**config.mk**
```make
export PLATFORM = sky130hd
export DESIGN_NAME = chiptune_square_noise_synth
export DESIGN_NICKNAME = d
export VERILOG_FILES = /design/src/sv/csns_pkg.sv /design/src/sv/csns_ctrl.sv /design/src/sv/csns_dp.sv /design/src/sv/chiptune_square_noise_synth.sv
export VERILOG_INCLUDE_DIRS = /design/src /design/src/sv
export SDC_FILE = /design/constraint.sdc
export NUM_CORES = 2
export LEC_CHECK = 0
export BUFFER_PORTS_ARGS = -buffer_cell sky130_fd_sc_hd__buf_2
export CELL_PAD_IN_SITES_DETAIL_PLACEMENT = 0
export CELL_PAD_IN_SITES_GLOBAL_PLACEMENT = 2
export CORE_UTILIZATION = 39
export CTS_CLUSTER_SIZE = 25
export DETAILED_ROUTE_END_ITERATION = 8
export PLACE_DENSITY = 0.84
export RECOVER_POWER = 50
export SLEW_MARGIN = 20
export SYNTH_ARGS = -nofsm -noshare
export SYNTH_HDL_FRONTEND = slang
export SYNTH_SLANG_ARGS = --single-unit
```
**constraint.sdc**
```tcl
create_clock -name clk -period 8.5 [get_ports clk]
set_input_delay 1.275 -clock clk [delete_from_list [all_inputs] [get_ports clk]]
set_output_delay 1.275 -clock clk [all_outputs]
set_load 0.02 [all_outputs]
```
**src/sv/chiptune_square_noise_synth_defines.svh**
```systemverilog
// Assertion macros shared by the chiptune synthesiser RTL.
// Depends on nothing; the including module must provide clk and arst_n.
`ifndef CHIPTUNE_SQUARE_NOISE_SYNTH_DEFINES_SVH
`define CHIPTUNE_SQUARE_NOISE_SYNTH_DEFINES_SVH

// Condition b must hold in the same cycle as a.
`define CSNS_ASSERT_NOW(label, a, b, msg) \
	label: assert property (@(posedge clk) disable iff (!arst_n) (a) |-> (b)) \
		else $error(msg);

// Condition b must hold in the cycle after a.
`define CSNS_ASSERT_NEXT(label, a, b, msg) \
	label: assert property (@(posedge clk) disable iff (!arst_n) (a) |=> (b)) \
		else $error(msg);

`endif

```
**src/sv/csns_pkg.sv**
```systemverilog
// Shared types, constants and voice tables for the chiptune synthesiser.
// Depends on nothing; used by the controller, the datapath and the top level.
`default_nettype none

package csns_pkg;

	// Voice counts and the fixed channel index width (three voices plus noise).
	localparam int TONE_VOICES_DEF = 3;
	localparam int MAX_TONE        = 3;
	localparam int CH_W            = 2;

	// Configuration register indexes.
	localparam logic [2:0] REG_GAIN  = 3'd0;
	localparam logic [2:0] REG_LEAD  = 3'd1;
	localparam logic [2:0] REG_BASS  = 3'd2;
	localparam logic [2:0] REG_ARP   = 3'd3;
	localparam logic [2:0] REG_SNARE = 3'd4;
	localparam logic [2:0] REG_HAT   = 3'd5;
	localparam logic [2:0] REG_MUTED = 3'd6;

	// Voice action codes; any other code retriggers.
	localparam logic [1:0] KIND_REST = 2'd0;
	localparam logic [1:0] KIND_TIE  = 2'd1;

	// Envelope and noise constants.
	localparam logic [16:0] ENV_FULL   = 17'd65536;
	localparam logic [16:0] HAT_START  = 17'd26000;
	localparam logic [16:0] SNARE_DEC  = 17'(65536 / 1500);
	localparam logic [16:0] HAT_DEC    = 17'(26000 / 330);
	localparam logic [15:0] LFSR_SEED  = 16'hACE1;
	localparam logic [15:0] LFSR_TAPS  = 16'h6000;

	// Mixing and scaling widths.
	localparam int ACC_W = 26;
	localparam int MAG_W = 24;
	localparam int Q1_W  = 18;
	localparam int M2_W  = 25;
	localparam int Q2_W  = 19;

	// Reciprocals for exact division by 100 of values below 2**24 and 2**25.
	localparam int          DIV1_SH = 31;
	localparam logic [24:0] DIV1_K  = 25'd21474837;
	localparam int          DIV2_SH = 32;
	localparam logic [25:0] DIV2_K  = 26'd42949673;

	localparam logic [Q2_W-1:0] SAT_POS     = 19'd32767;
	localparam logic [Q2_W-1:0] SAT_NEG_MAG = 19'd32768;

	// Configuration register file as seen by the datapath.
	typedef struct packed {
		logic [6:0] gain;
		logic [6:0] lead_w;
		logic [6:0] bass_w;
		logic [6:0] arp_w;
		logic [6:0] snare_w;
		logic [6:0] hat_w;
		logic       muted;
	} cfg_t;

	// Commands from the controller to the datapath.
	typedef struct packed {
		logic            load;
		logic            clear_acc;
		logic            mul;
		logic            acc;
		logic            div1;
		logic            gain;
		logic            div2;
		logic            out_load;
		logic [CH_W-1:0] ch;
	} cmd_t;

	// Pulse duty of each voice, out of 256.
	function automatic logic [7:0] voice_duty(input logic [CH_W-1:0] v);
		case (v)
			2'd0:    voice_duty = 8'd128;
			2'd1:    voice_duty = 8'd64;
			2'd2:    voice_duty = 8'd32;
			default: voice_duty = 8'd0;
		endcase
	endfunction

	// Envelope floor of each voice.
	function automatic logic [16:0] voice_floor(input logic [CH_W-1:0] v);
		case (v)
			2'd0:    voice_floor = 17'd43000;
			2'd1:    voice_floor = 17'd52000;
			2'd2:    voice_floor = 17'd8000;
			default: voice_floor = 17'd0;
		endcase
	endfunction

	// Envelope decay per sample of each voice.
	function automatic logic [16:0] voice_decay(input logic [CH_W-1:0] v);
		case (v)
			2'd0:    voice_decay = 17'd120;
			2'd1:    voice_decay = 17'd110;
			2'd2:    voice_decay = 17'd520;
			default: voice_decay = 17'd0;
		endcase
	endfunction

endpackage

`default_nettype wire

```
**src/sv/csns_ctrl.sv**
```systemverilog
// Controller state machine of the chiptune synthesiser: sequences channels and scaling.
// Depends on csns_pkg for the command struct and channel index width.
`default_nettype none

module csns_ctrl #(
	parameter int TONE_VOICES = csns_pkg::TONE_VOICES_DEF
) (
	input  logic            clk,
	input  logic            arst_n,
	input  logic            in_valid,
	output logic            in_ready,
	input  logic            op,
	input  logic            muted,
	output logic            out_valid,
	input  logic            out_ready,
	output csns_pkg::cmd_t  cmd
);
	import csns_pkg::*;

	localparam int NV = (TONE_VOICES > MAX_TONE) ? MAX_TONE : TONE_VOICES;

	localparam logic [2:0] S_IDLE = 3'd0;
	localparam logic [2:0] S_MUL  = 3'd1;
	localparam logic [2:0] S_ACC  = 3'd2;
	localparam logic [2:0] S_DIV1 = 3'd3;
	localparam logic [2:0] S_GAIN = 3'd4;
	localparam logic [2:0] S_DIV2 = 3'd5;
	localparam logic [2:0] S_OUT  = 3'd6;

	logic [2:0]      state_q, state_d;
	logic [CH_W-1:0] ch_q, ch_d;
	logic            out_valid_q;

	assign in_ready  = (state_q == S_IDLE);
	assign out_valid = out_valid_q;

	// Next state and command decode.
	always_comb begin
		state_d = state_q;
		ch_d    = ch_q;
		cmd     = '0;
		cmd.ch  = ch_q;
		case (state_q)
			S_IDLE: begin
				if (in_valid) begin
					if (!op) begin
						cmd.load = !muted;
					end else begin
						// A muted sample runs a zero mix through the scaling.
						cmd.clear_acc = 1'b1;
						ch_d          = '0;
						state_d       = muted ? S_DIV1 : S_MUL;
					end
				end
			end
			S_MUL: begin
				cmd.mul = 1'b1;
				state_d = S_ACC;
			end
			S_ACC: begin
				cmd.acc = 1'b1;
				if (ch_q == CH_W'(NV)) begin
					state_d = S_DIV1;
				end else begin
					ch_d    = ch_q + 1'b1;
					state_d = S_MUL;
				end
			end
			S_DIV1: begin
				cmd.div1 = 1'b1;
				state_d  = S_GAIN;
			end
			S_GAIN: begin
				cmd.gain = 1'b1;
				state_d  = S_DIV2;
			end
			S_DIV2: begin
				cmd.div2 = 1'b1;
				state_d  = S_OUT;
			end
			S_OUT: begin
				if (!out_valid_q || out_ready) begin
					cmd.out_load = 1'b1;
					state_d      = S_IDLE;
				end
			end
			default: begin
				state_d = S_IDLE;
			end
		endcase
	end

	// State, channel counter and output valid.
	always_ff @(posedge clk or negedge arst_n) begin
		if (!arst_n) begin
			state_q     <= S_IDLE;
			ch_q        <= '0;
			out_valid_q <= 1'b0;
		end else begin
			state_q <= state_d;
			ch_q    <= ch_d;
			if (cmd.out_load) begin
				out_valid_q <= 1'b1;
			end else if (out_ready) begin
				out_valid_q <= 1'b0;
			end
		end
	end

endmodule

`default_nettype wire

```
**src/sv/csns_dp.sv**
```systemverilog
// Datapath of the chiptune synthesiser: voice and noise state, mixer and output scaling.
// Depends on csns_pkg for tables, constants and the command and configuration structs.
`default_nettype none

module csns_dp #(
	parameter int TONE_VOICES = csns_pkg::TONE_VOICES_DEF
) (
	input  logic                clk,
	input  logic                arst_n,
	input  csns_pkg::cmd_t      cmd,
	input  csns_pkg::cfg_t      cfg,
	input  logic [1:0]          lead_kind,
	input  logic [15:0]         lead_inc,
	input  logic [1:0]          bass_kind,
	input  logic [15:0]         bass_inc,
	input  logic [1:0]          arp_kind,
	input  logic [15:0]         arp_inc,
	input  logic                snare_hit,
	input  logic                hat_hit,
	output logic signed [15:0]  sample
);
	import csns_pkg::*;

	localparam int NV = (TONE_VOICES > MAX_TONE) ? MAX_TONE : TONE_VOICES;

	// Voice and noise state.
	logic [15:0] phase_q [NV];
	logic [15:0] inc_q   [NV];
	logic [16:0] env_q   [NV];
	logic [NV-1:0] active_q;
	logic [16:0] noise_env_q;
	logic        snare_q;
	logic [15:0] lfsr_q;

	// Per-voice inputs of a load transaction.
	logic [1:0]  kind_in [MAX_TONE];
	logic [15:0] inc_in  [MAX_TONE];

	// Next values for each channel.
	logic [NV-1:0] on;
	logic [NV-1:0] lvl_pos;
	logic [15:0]   phase_nx [NV];
	logic [16:0]   env_nx   [NV];
	logic [6:0]    voice_w  [NV];
	logic          noise_on;
	logic [15:0]   lfsr_nx;
	logic [16:0]   noise_dec;
	logic [16:0]   noise_env_nx;

	// Selected channel.
	logic        sel_on;
	logic        sel_pos;
	logic [8:0]  sel_hi;
	logic [6:0]  sel_w;

	// Mixer and scaling registers.
	logic [15:0]        prod_s1;
	logic               pos_s1;
	logic [ACC_W-1:0]   p_ext;
	logic [ACC_W-1:0]   term;
	logic [ACC_W-1:0]   acc_q;
	logic [ACC_W-1:0]   mag_full;
	logic [MAG_W+24:0]  mul1;
	logic [M2_W+25:0]   mul2;
	logic               sign_q;
	logic [Q1_W-1:0]    q1_q;
	logic [M2_W-1:0]    m2_q;
	logic [Q2_W-1:0]    q2_q;
	logic [15:0]        sample_q;

	assign kind_in[0] = lead_kind;
	assign kind_in[1] = bass_kind;
	assign kind_in[2] = arp_kind;
	assign inc_in[0]  = lead_inc;
	assign inc_in[1]  = bass_inc;
	assign inc_in[2]  = arp_inc;

	// Phase advance, pulse level and envelope decay of each voice.
	always_comb begin
		for (int v = 0; v < NV; v++) begin
			on[v]       = active_q[v] && (inc_q[v] != 16'd0);
			phase_nx[v] = phase_q[v] + inc_q[v];
			lvl_pos[v]  = (phase_nx[v][15:8] < voice_duty(CH_W'(v)));
			if (env_q[v] > voice_floor(CH_W'(v))) begin
				if ((env_q[v] - voice_floor(CH_W'(v))) >= voice_decay(CH_W'(v))) begin
					env_nx[v] = env_q[v] - voice_decay(CH_W'(v));
				end else begin
					env_nx[v] = voice_floor(CH_W'(v));
				end
			end else begin
				env_nx[v] = env_q[v];
			end
			case (v)
				0:       voice_w[v] = cfg.lead_w;
				1:       voice_w[v] = cfg.bass_w;
				default: voice_w[v] = cfg.arp_w;
			endcase
		end
	end

	// Noise shift and decay towards zero.
	assign noise_on     = (noise_env_q != 17'd0);
	assign lfsr_nx      = {1'b0, lfsr_q[15:1]} ^ (lfsr_q[0] ? LFSR_TAPS : 16'd0);
	assign noise_dec    = snare_q ? SNARE_DEC : HAT_DEC;
	assign noise_env_nx = (noise_env_q > noise_dec) ? (noise_env_q - noise_dec) : 17'd0;

	// Channel select: the noise sits after the last voice.
	always_comb begin
		sel_on  = noise_on;
		sel_pos = lfsr_nx[0];
		sel_hi  = noise_env_q[16:8];
		sel_w   = snare_q ? cfg.snare_w : cfg.hat_w;
		for (int v = 0; v < NV; v++) begin
			if (cmd.ch == CH_W'(v)) begin
				sel_on  = on[v];
				sel_pos = lvl_pos[v];
				sel_hi  = env_q[v][16:8];
				sel_w   = voice_w[v];
			end
		end
	end

	// Voice and noise state updates for load transactions and channel steps.
	always_ff @(posedge clk or negedge arst_n) begin
		if (!arst_n) begin
			for (int v = 0; v < NV; v++) begin
				phase_q[v] <= '0;
				inc_q[v]   <= '0;
				env_q[v]   <= '0;
			end
			active_q    <= '0;
			noise_env_q <= '0;
			snare_q     <= 1'b0;
			lfsr_q      <= LFSR_SEED;
		end else if (cmd.load) begin
			for (int v = 0; v < NV; v++) begin
				case (kind_in[v])
					KIND_REST: active_q[v] <= 1'b0;
					KIND_TIE:  active_q[v] <= 1'b1;
					default: begin
						inc_q[v]    <= inc_in[v];
						phase_q[v]  <= '0;
						env_q[v]    <= ENV_FULL;
						active_q[v] <= 1'b1;
					end
				endcase
			end
			// A snare hit wins over a hat hit.
			if (snare_hit) begin
				noise_env_q <= ENV_FULL;
				snare_q     <= 1'b1;
			end else if (hat_hit) begin
				noise_env_q <= HAT_START;
				snare_q     <= 1'b0;
			end
		end else if (cmd.mul) begin
			for (int v = 0; v < NV; v++) begin
				if (cmd.ch == CH_W'(v) && on[v]) begin
					phase_q[v] <= phase_nx[v];
					env_q[v]   <= env_nx[v];
				end
			end
			if (cmd.ch == CH_W'(NV) && noise_on) begin
				lfsr_q      <= lfsr_nx;
				noise_env_q <= noise_env_nx;
			end
		end
	end

	// Channel term: envelope times weight, then scaled by +127 or -128.
	assign p_ext = ACC_W'(prod_s1);
	assign term  = pos_s1 ? ((p_ext << 7) - p_ext) : (ACC_W'(0) - (p_ext << 7));

	// Magnitude of the mix and the two reciprocal multiplications.
	assign mag_full = acc_q[ACC_W-1] ? (ACC_W'(0) - acc_q) : acc_q;
	assign mul1     = (MAG_W+25)'(mag_full[MAG_W-1:0]) * (MAG_W+25)'(DIV1_K);
	assign mul2     = (M2_W+26)'(m2_q) * (M2_W+26)'(DIV2_K);

	// Mixer, division by 100, gain, division by 100 and saturation.
	always_ff @(posedge clk) begin
		if (cmd.mul) begin
			prod_s1 <= sel_on ? (16'(sel_hi) * 16'(sel_w)) : 16'd0;
			pos_s1  <= sel_pos;
		end
		if (cmd.clear_acc) begin
			acc_q <= '0;
		end else if (cmd.acc) begin
			acc_q <= acc_q + term;
		end
		if (cmd.div1) begin
			sign_q <= acc_q[ACC_W-1];
			q1_q   <= mul1[DIV1_SH +: Q1_W];
		end
		if (cmd.gain) begin
			m2_q <= M2_W'(q1_q) * M2_W'(cfg.gain);
		end
		if (cmd.div2) begin
			q2_q <= mul2[DIV2_SH +: Q2_W];
		end
		if (cmd.out_load) begin
			if (sign_q) begin
				sample_q <= (q2_q >= SAT_NEG_MAG) ? 16'h8000 : 16'(Q2_W'(0) - q2_q);
			end else begin
				sample_q <= (q2_q > SAT_POS) ? 16'h7FFF : q2_q[15:0];
			end
		end
	end

	assign sample = sample_q;

endmodule

`default_nettype wire

```
**src/sv/chiptune_square_noise_synth.sv**
```systemverilog
// Chiptune synthesiser: pulse voices with duties 128, 64 and 32 of 256 plus one noise drum.
// Depends on csns_pkg, csns_ctrl, csns_dp and chiptune_square_noise_synth_defines.svh.
// Input channel (in_valid/in_ready): op 0 loads a score step (rest, tie or retrigger and
// a phase increment per voice, snare and hat hits); op 1 renders one sample.
// Output channel (out_valid/out_ready): one signed 16-bit sample per op 1 transaction,
// none for a load. Configuration channel (cfg_valid/cfg_ready): always ready, writes
// register cfg_index with cfg_data; write it only while the block is idle.
// Sequence: a load is accepted without leaving the idle state. For a sample, the mixer
// steps through each voice and the noise in a multiply and an accumulate step, then two
// reciprocal multiplies and the gain multiply scale the mix; a muted sample skips the
// mixer steps. The result is valid in the cycle after its output step.
// The finished sample sits in an output register, so a new transaction is accepted while
// it waits; when the receiver stalls, the next sample holds in its final step until the
// register is taken.
// Reset: configuration registers return to their reset values (muted set), phases,
// envelopes and increments clear, the noise register is seeded, and no result is pending.
`default_nettype none

module chiptune_square_noise_synth #(
	parameter int TONE_VOICES = csns_pkg::TONE_VOICES_DEF
) (
	input  logic               clk,
	input  logic               arst_n,
	input  logic               in_valid,
	output logic               in_ready,
	input  logic               op,
	input  logic [1:0]         lead_kind,
	input  logic [15:0]        lead_inc,
	input  logic [1:0]         bass_kind,
	input  logic [15:0]        bass_inc,
	input  logic [1:0]         arp_kind,
	input  logic [15:0]        arp_inc,
	input  logic               snare_hit,
	input  logic               hat_hit,
	output logic               out_valid,
	input  logic               out_ready,
	output logic signed [15:0] sample,
	input  logic               cfg_valid,
	output logic               cfg_ready,
	input  logic [2:0]         cfg_index,
	input  logic [6:0]         cfg_data
);
	import csns_pkg::*;

	`include "chiptune_square_noise_synth_defines.svh"

	cfg_t cfg_q;
	cmd_t cmd;

	assign cfg_ready = 1'b1;

	// Configuration registers; unknown indexes are dropped.
	always_ff @(posedge clk or negedge arst_n) begin
		if (!arst_n) begin
			cfg_q.gain    <= 7'd12;
			cfg_q.lead_w  <= 7'd42;
			cfg_q.bass_w  <= 7'd30;
			cfg_q.arp_w   <= 7'd16;
			cfg_q.snare_w <= 7'd20;
			cfg_q.hat_w   <= 7'd7;
			cfg_q.muted   <= 1'b1;
		end else if (cfg_valid) begin
			case (cfg_index)
				REG_GAIN:  cfg_q.gain    <= cfg_data;
				REG_LEAD:  cfg_q.lead_w  <= cfg_data;
				REG_BASS:  cfg_q.bass_w  <= cfg_data;
				REG_ARP:   cfg_q.arp_w   <= cfg_data;
				REG_SNARE: cfg_q.snare_w <= cfg_data;
				REG_HAT:   cfg_q.hat_w   <= cfg_data;
				REG_MUTED: cfg_q.muted   <= cfg_data[0];
				default:   cfg_q         <= cfg_q;
			endcase
		end
	end

	// Controller.
	csns_ctrl #(
		.TONE_VOICES(TONE_VOICES)
	) u_ctrl (
		.clk       (clk),
		.arst_n    (arst_n),
		.in_valid  (in_valid),
		.in_ready  (in_ready),
		.op        (op),
		.muted     (cfg_q.muted),
		.out_valid (out_valid),
		.out_ready (out_ready),
		.cmd       (cmd)
	);

	// Datapath.
	csns_dp #(
		.TONE_VOICES(TONE_VOICES)
	) u_dp (
		.clk       (clk),
		.arst_n    (arst_n),
		.cmd       (cmd),
		.cfg       (cfg_q),
		.lead_kind (lead_kind),
		.lead_inc  (lead_inc),
		.bass_kind (bass_kind),
		.bass_inc  (bass_inc),
		.arp_kind  (arp_kind),
		.arp_inc   (arp_inc),
		.snare_hit (snare_hit),
		.hat_hit   (hat_hit),
		.sample    (sample)
	);

	// A pending result is never overwritten.
	`CSNS_ASSERT_NOW(a_no_overwrite, cmd.out_load, !out_valid || out_ready, "result overwritten")
	// A loaded result is presented in the next cycle.
	`CSNS_ASSERT_NEXT(a_out_shown, cmd.out_load, out_valid, "loaded result not presented")
	// Every channel multiply is followed by its accumulate.
	`CSNS_ASSERT_NEXT(a_mul_acc, cmd.mul, cmd.acc, "channel product not accumulated")
	// At most one datapath step runs in a cycle.
	`CSNS_ASSERT_NOW(a_one_step, 1'b1,
		$onehot0({cmd.mul, cmd.acc, cmd.div1, cmd.gain, cmd.div2, cmd.out_load}),
		"overlapping datapath steps")

endmodule

`default_nettype wire

```
==> flow_summary.ini <==
[drt]
antenna_left = 0
num_vias = 32200
drtPass1Iterations = 5
avgViaCountPerCell = 5.08
wl_per_cell_um = 17.1
drc = 0
wirelength_um = 108000
drt_iter0_drc = 1464

[critical_path]
crit_top_cell = fa_1
cp-end-kind = flop
path_max_fanout = 7
critPathSlowestCell = fa_1
worstSetupPathType = flop to flop
cp-start-kind = flop
cp.arrival_ns = 8.42
critical_path_required_ns = 8.83
crit_path_max_incr_delay_ns = 0.55

[floorplan]
floorplan.initialDensity_pct = 39.6
ioPinCount = 91
core_area_sq_um = 113000
dieArea_sq_um = 116000
rows = 123
dieHeight_um = 341
die_x_um = 341

[logic_synthesis]
avgSynthCellArea_sq_um = 9.54
ys_ff_latch = 348
netlist_area_sq_um = 44800
synth.net_count = 5995
synth.yosys.warnings = 0
synth.most_common_cell = inv_1
synth_ff_type = dfrtp_1
synth_cells = 4694
synthArstFlopShare_pct = 64.9
yosysSeqAreaShare_pct = 20.3
synthTopCellsByArea = fa_1, ha_1, dfrtp_1
ys_top_cells_by_count = inv_1, ha_1, fa_1
synthDistinctLibCells = 81
synth_edf_count = 96
synth_top_area_share_pct = 23.9
synth_top_area_cell = fa_1

[placed_design]
dpl.hpwl_um = 89900
place_area_sq_um = 47300
place_congestion = 0.925
port_buffers = 89

[grt]
grt_usage_pct = 19.1
antenna_found_initial = 0
grt.overflow.total = 0
grt_pass1_vias = 33400
grt_pass1_wl_um = 179000
grt_start_max_net_pins = 120

[timing]
slew_headroom_pct = -319
clock.fmax_mhz = 124
worst_pin_slew_ns = 6.28
period_share_pct = 95.2
finClkSkew_ns = 0.0269
rsz0062_at_grt = no
report.final.slew_viol_count = 153
hold_viol = 0
period_needed_ns = 8.09
setup-violations-final = 0
fin_setup_tns_ns = 0

[clock_tree]
clk_pin_slew_ns = 0.06
clk_latency_ns = 0.61
clkSinkCount = 348
clock_path_buffers = 3
root_buffer = clkbuf_16
cts_tree = built
htree_levels = 2
cts_buffers = 44

[layout]
fillers = 11200
syn_to_final_growth_pct = 9.21
final_nets = 6105
drive_above_1_share_pct = 7.87
stdcell_area_sq_um = 48900
antenna_cells = 0

[worst_hold_path]
hold_class = flop to flop

[status]
violations = capacitance limit, slew limit
status = finished, violations left

[run]
maxCapViolations = 3
[critical path: cells and delay by family, from the launching register on]
kind	cells	cell delay, ns
simple gates	6	1.70
flops	1	0.33
buf+inv	6	0.59
compound gates	4	1.21
xor+xnor	2	0.23
fa+ha+maj	8	3.76
[layout by cell type, fill, tap and decap left out, drive strengths merged, types with 44 or more instances in the layout]
master / n
a21o: 62
a21oi: 187
and2: 63
buf: 152
clkbuf: 63
dfrtp: 202
edfxtp: 96
fa: 535
ha: 694
inv: 878
mux2: 75
nand2: 443
nand3: 97
nor2: 207
nor2b: 44
nor3: 62
o21ai: 217
xnor2: 111
xor2: 72
[flip-flops by register name (all words and copies together), names as in the netlist, 3 cells and up]
register	flops
u_dp.inc_q	48
u_dp.phase_q	48
u_dp.env_q	44
cfg_q	43
u_dp.acc_q	26
u_dp.m2_q	25
u_dp.q2_q	19
u_dp.q1_q	18
u_dp.noise_env_q	17
u_dp.lfsr_q	16
u_dp.prod_s1	16
u_dp.sample	16
u_ctrl.state_q	3
u_dp.active_q	3
[worst paths after layout]
kind                                   from          endpoint  slack (ns)  depth (start not counted)
max                           u_dp.acc_q[1]     u_dp.q1_q[17]        0.41                         26
min                        u_dp.active_q[0]  u_dp.active_q[0]        0.48                          2
max reg2reg                   u_dp.acc_q[1]     u_dp.q1_q[17]        0.41                         26
min reg2reg                u_dp.active_q[0]  u_dp.active_q[0]        0.48                          2
max in group asynchronous            arst_n    u_dp.env_q[24]        1.91                          1
min in group asynchronous            arst_n   u_dp.phase_q[6]        2.97                          1
[per-layer routing]
| metal | up-vias | global-route usage [%] | wire length (um) |
|---|---|---|---|
| met5 | - | 0 | 0 |
| met4 | 0 | 4.20 | 2200 |
| met3 | 105 | 2.14 | 4060 |
| met2 | 483 | 30.9 | 50000 |
| met1 | 15800 | 27.3 | 52100 |
| li1 | 15800 | - | - |
[cell type report]
cell class / instances / area, sq um / area share [%]
inverter: 877 / 3290 / 6.73
tap: 1500 / 1880 / 3.84
clock buffer: 56 / 1230 / 2.51
clock inverter: 26 / 303 / 0.619
multi-input combinational: 3374 / 32200 / 65.7
sequential: 348 / 9090 / 18.6
timing repair buffer: 159 / 967 / 1.98
[metrics by stage]
stage / instances / hold WS, ns / utilization [%] / worst slack (ns)
3_3_place_gp: 6258 / 0.465 / 41.8 / 0.151
4_1_cts: 6340 / 0.479 / 43.2 / 0.0344
2_1_floorplan: 4694 / 0.406 / - / 0.576
3_5_place_dp: 6258 / 0.465 / 41.8 / 0.0810
5_1_grt: 6340 / 0.496 / 43.2 / 0.0166
6_report: 6340 / 0.475 / 43.2 / 0.411
[what timing repair did]
action / 4_1_cts / 5_1_grt
gates resized for setup: 0 / 25
setup buffers: 0 / 0
hold buffers: 0 / 0
setup endpoints to repair: 0 / 8
[kinds of logic (layout without fill, tap and decap cells)]
family,count (synthesis),count (layout),share of synthesized area (%)
adders and majority gates,1230,1230,43.3
buffers and inverters,972,1118,8.16
other,1,1,0.00837
xor gates and xnor gates,184,184,3.63
AOI/OAI and AO/OA,732,732,10.3
DFF,348,348,20.3
and+or+nand+nor,1134,1134,12.0
muxes,93,93,2.29
Power is left out: the tool's default activity adds up to more than one toggle a clock period on the data nets, which glitch-free logic cannot reach.
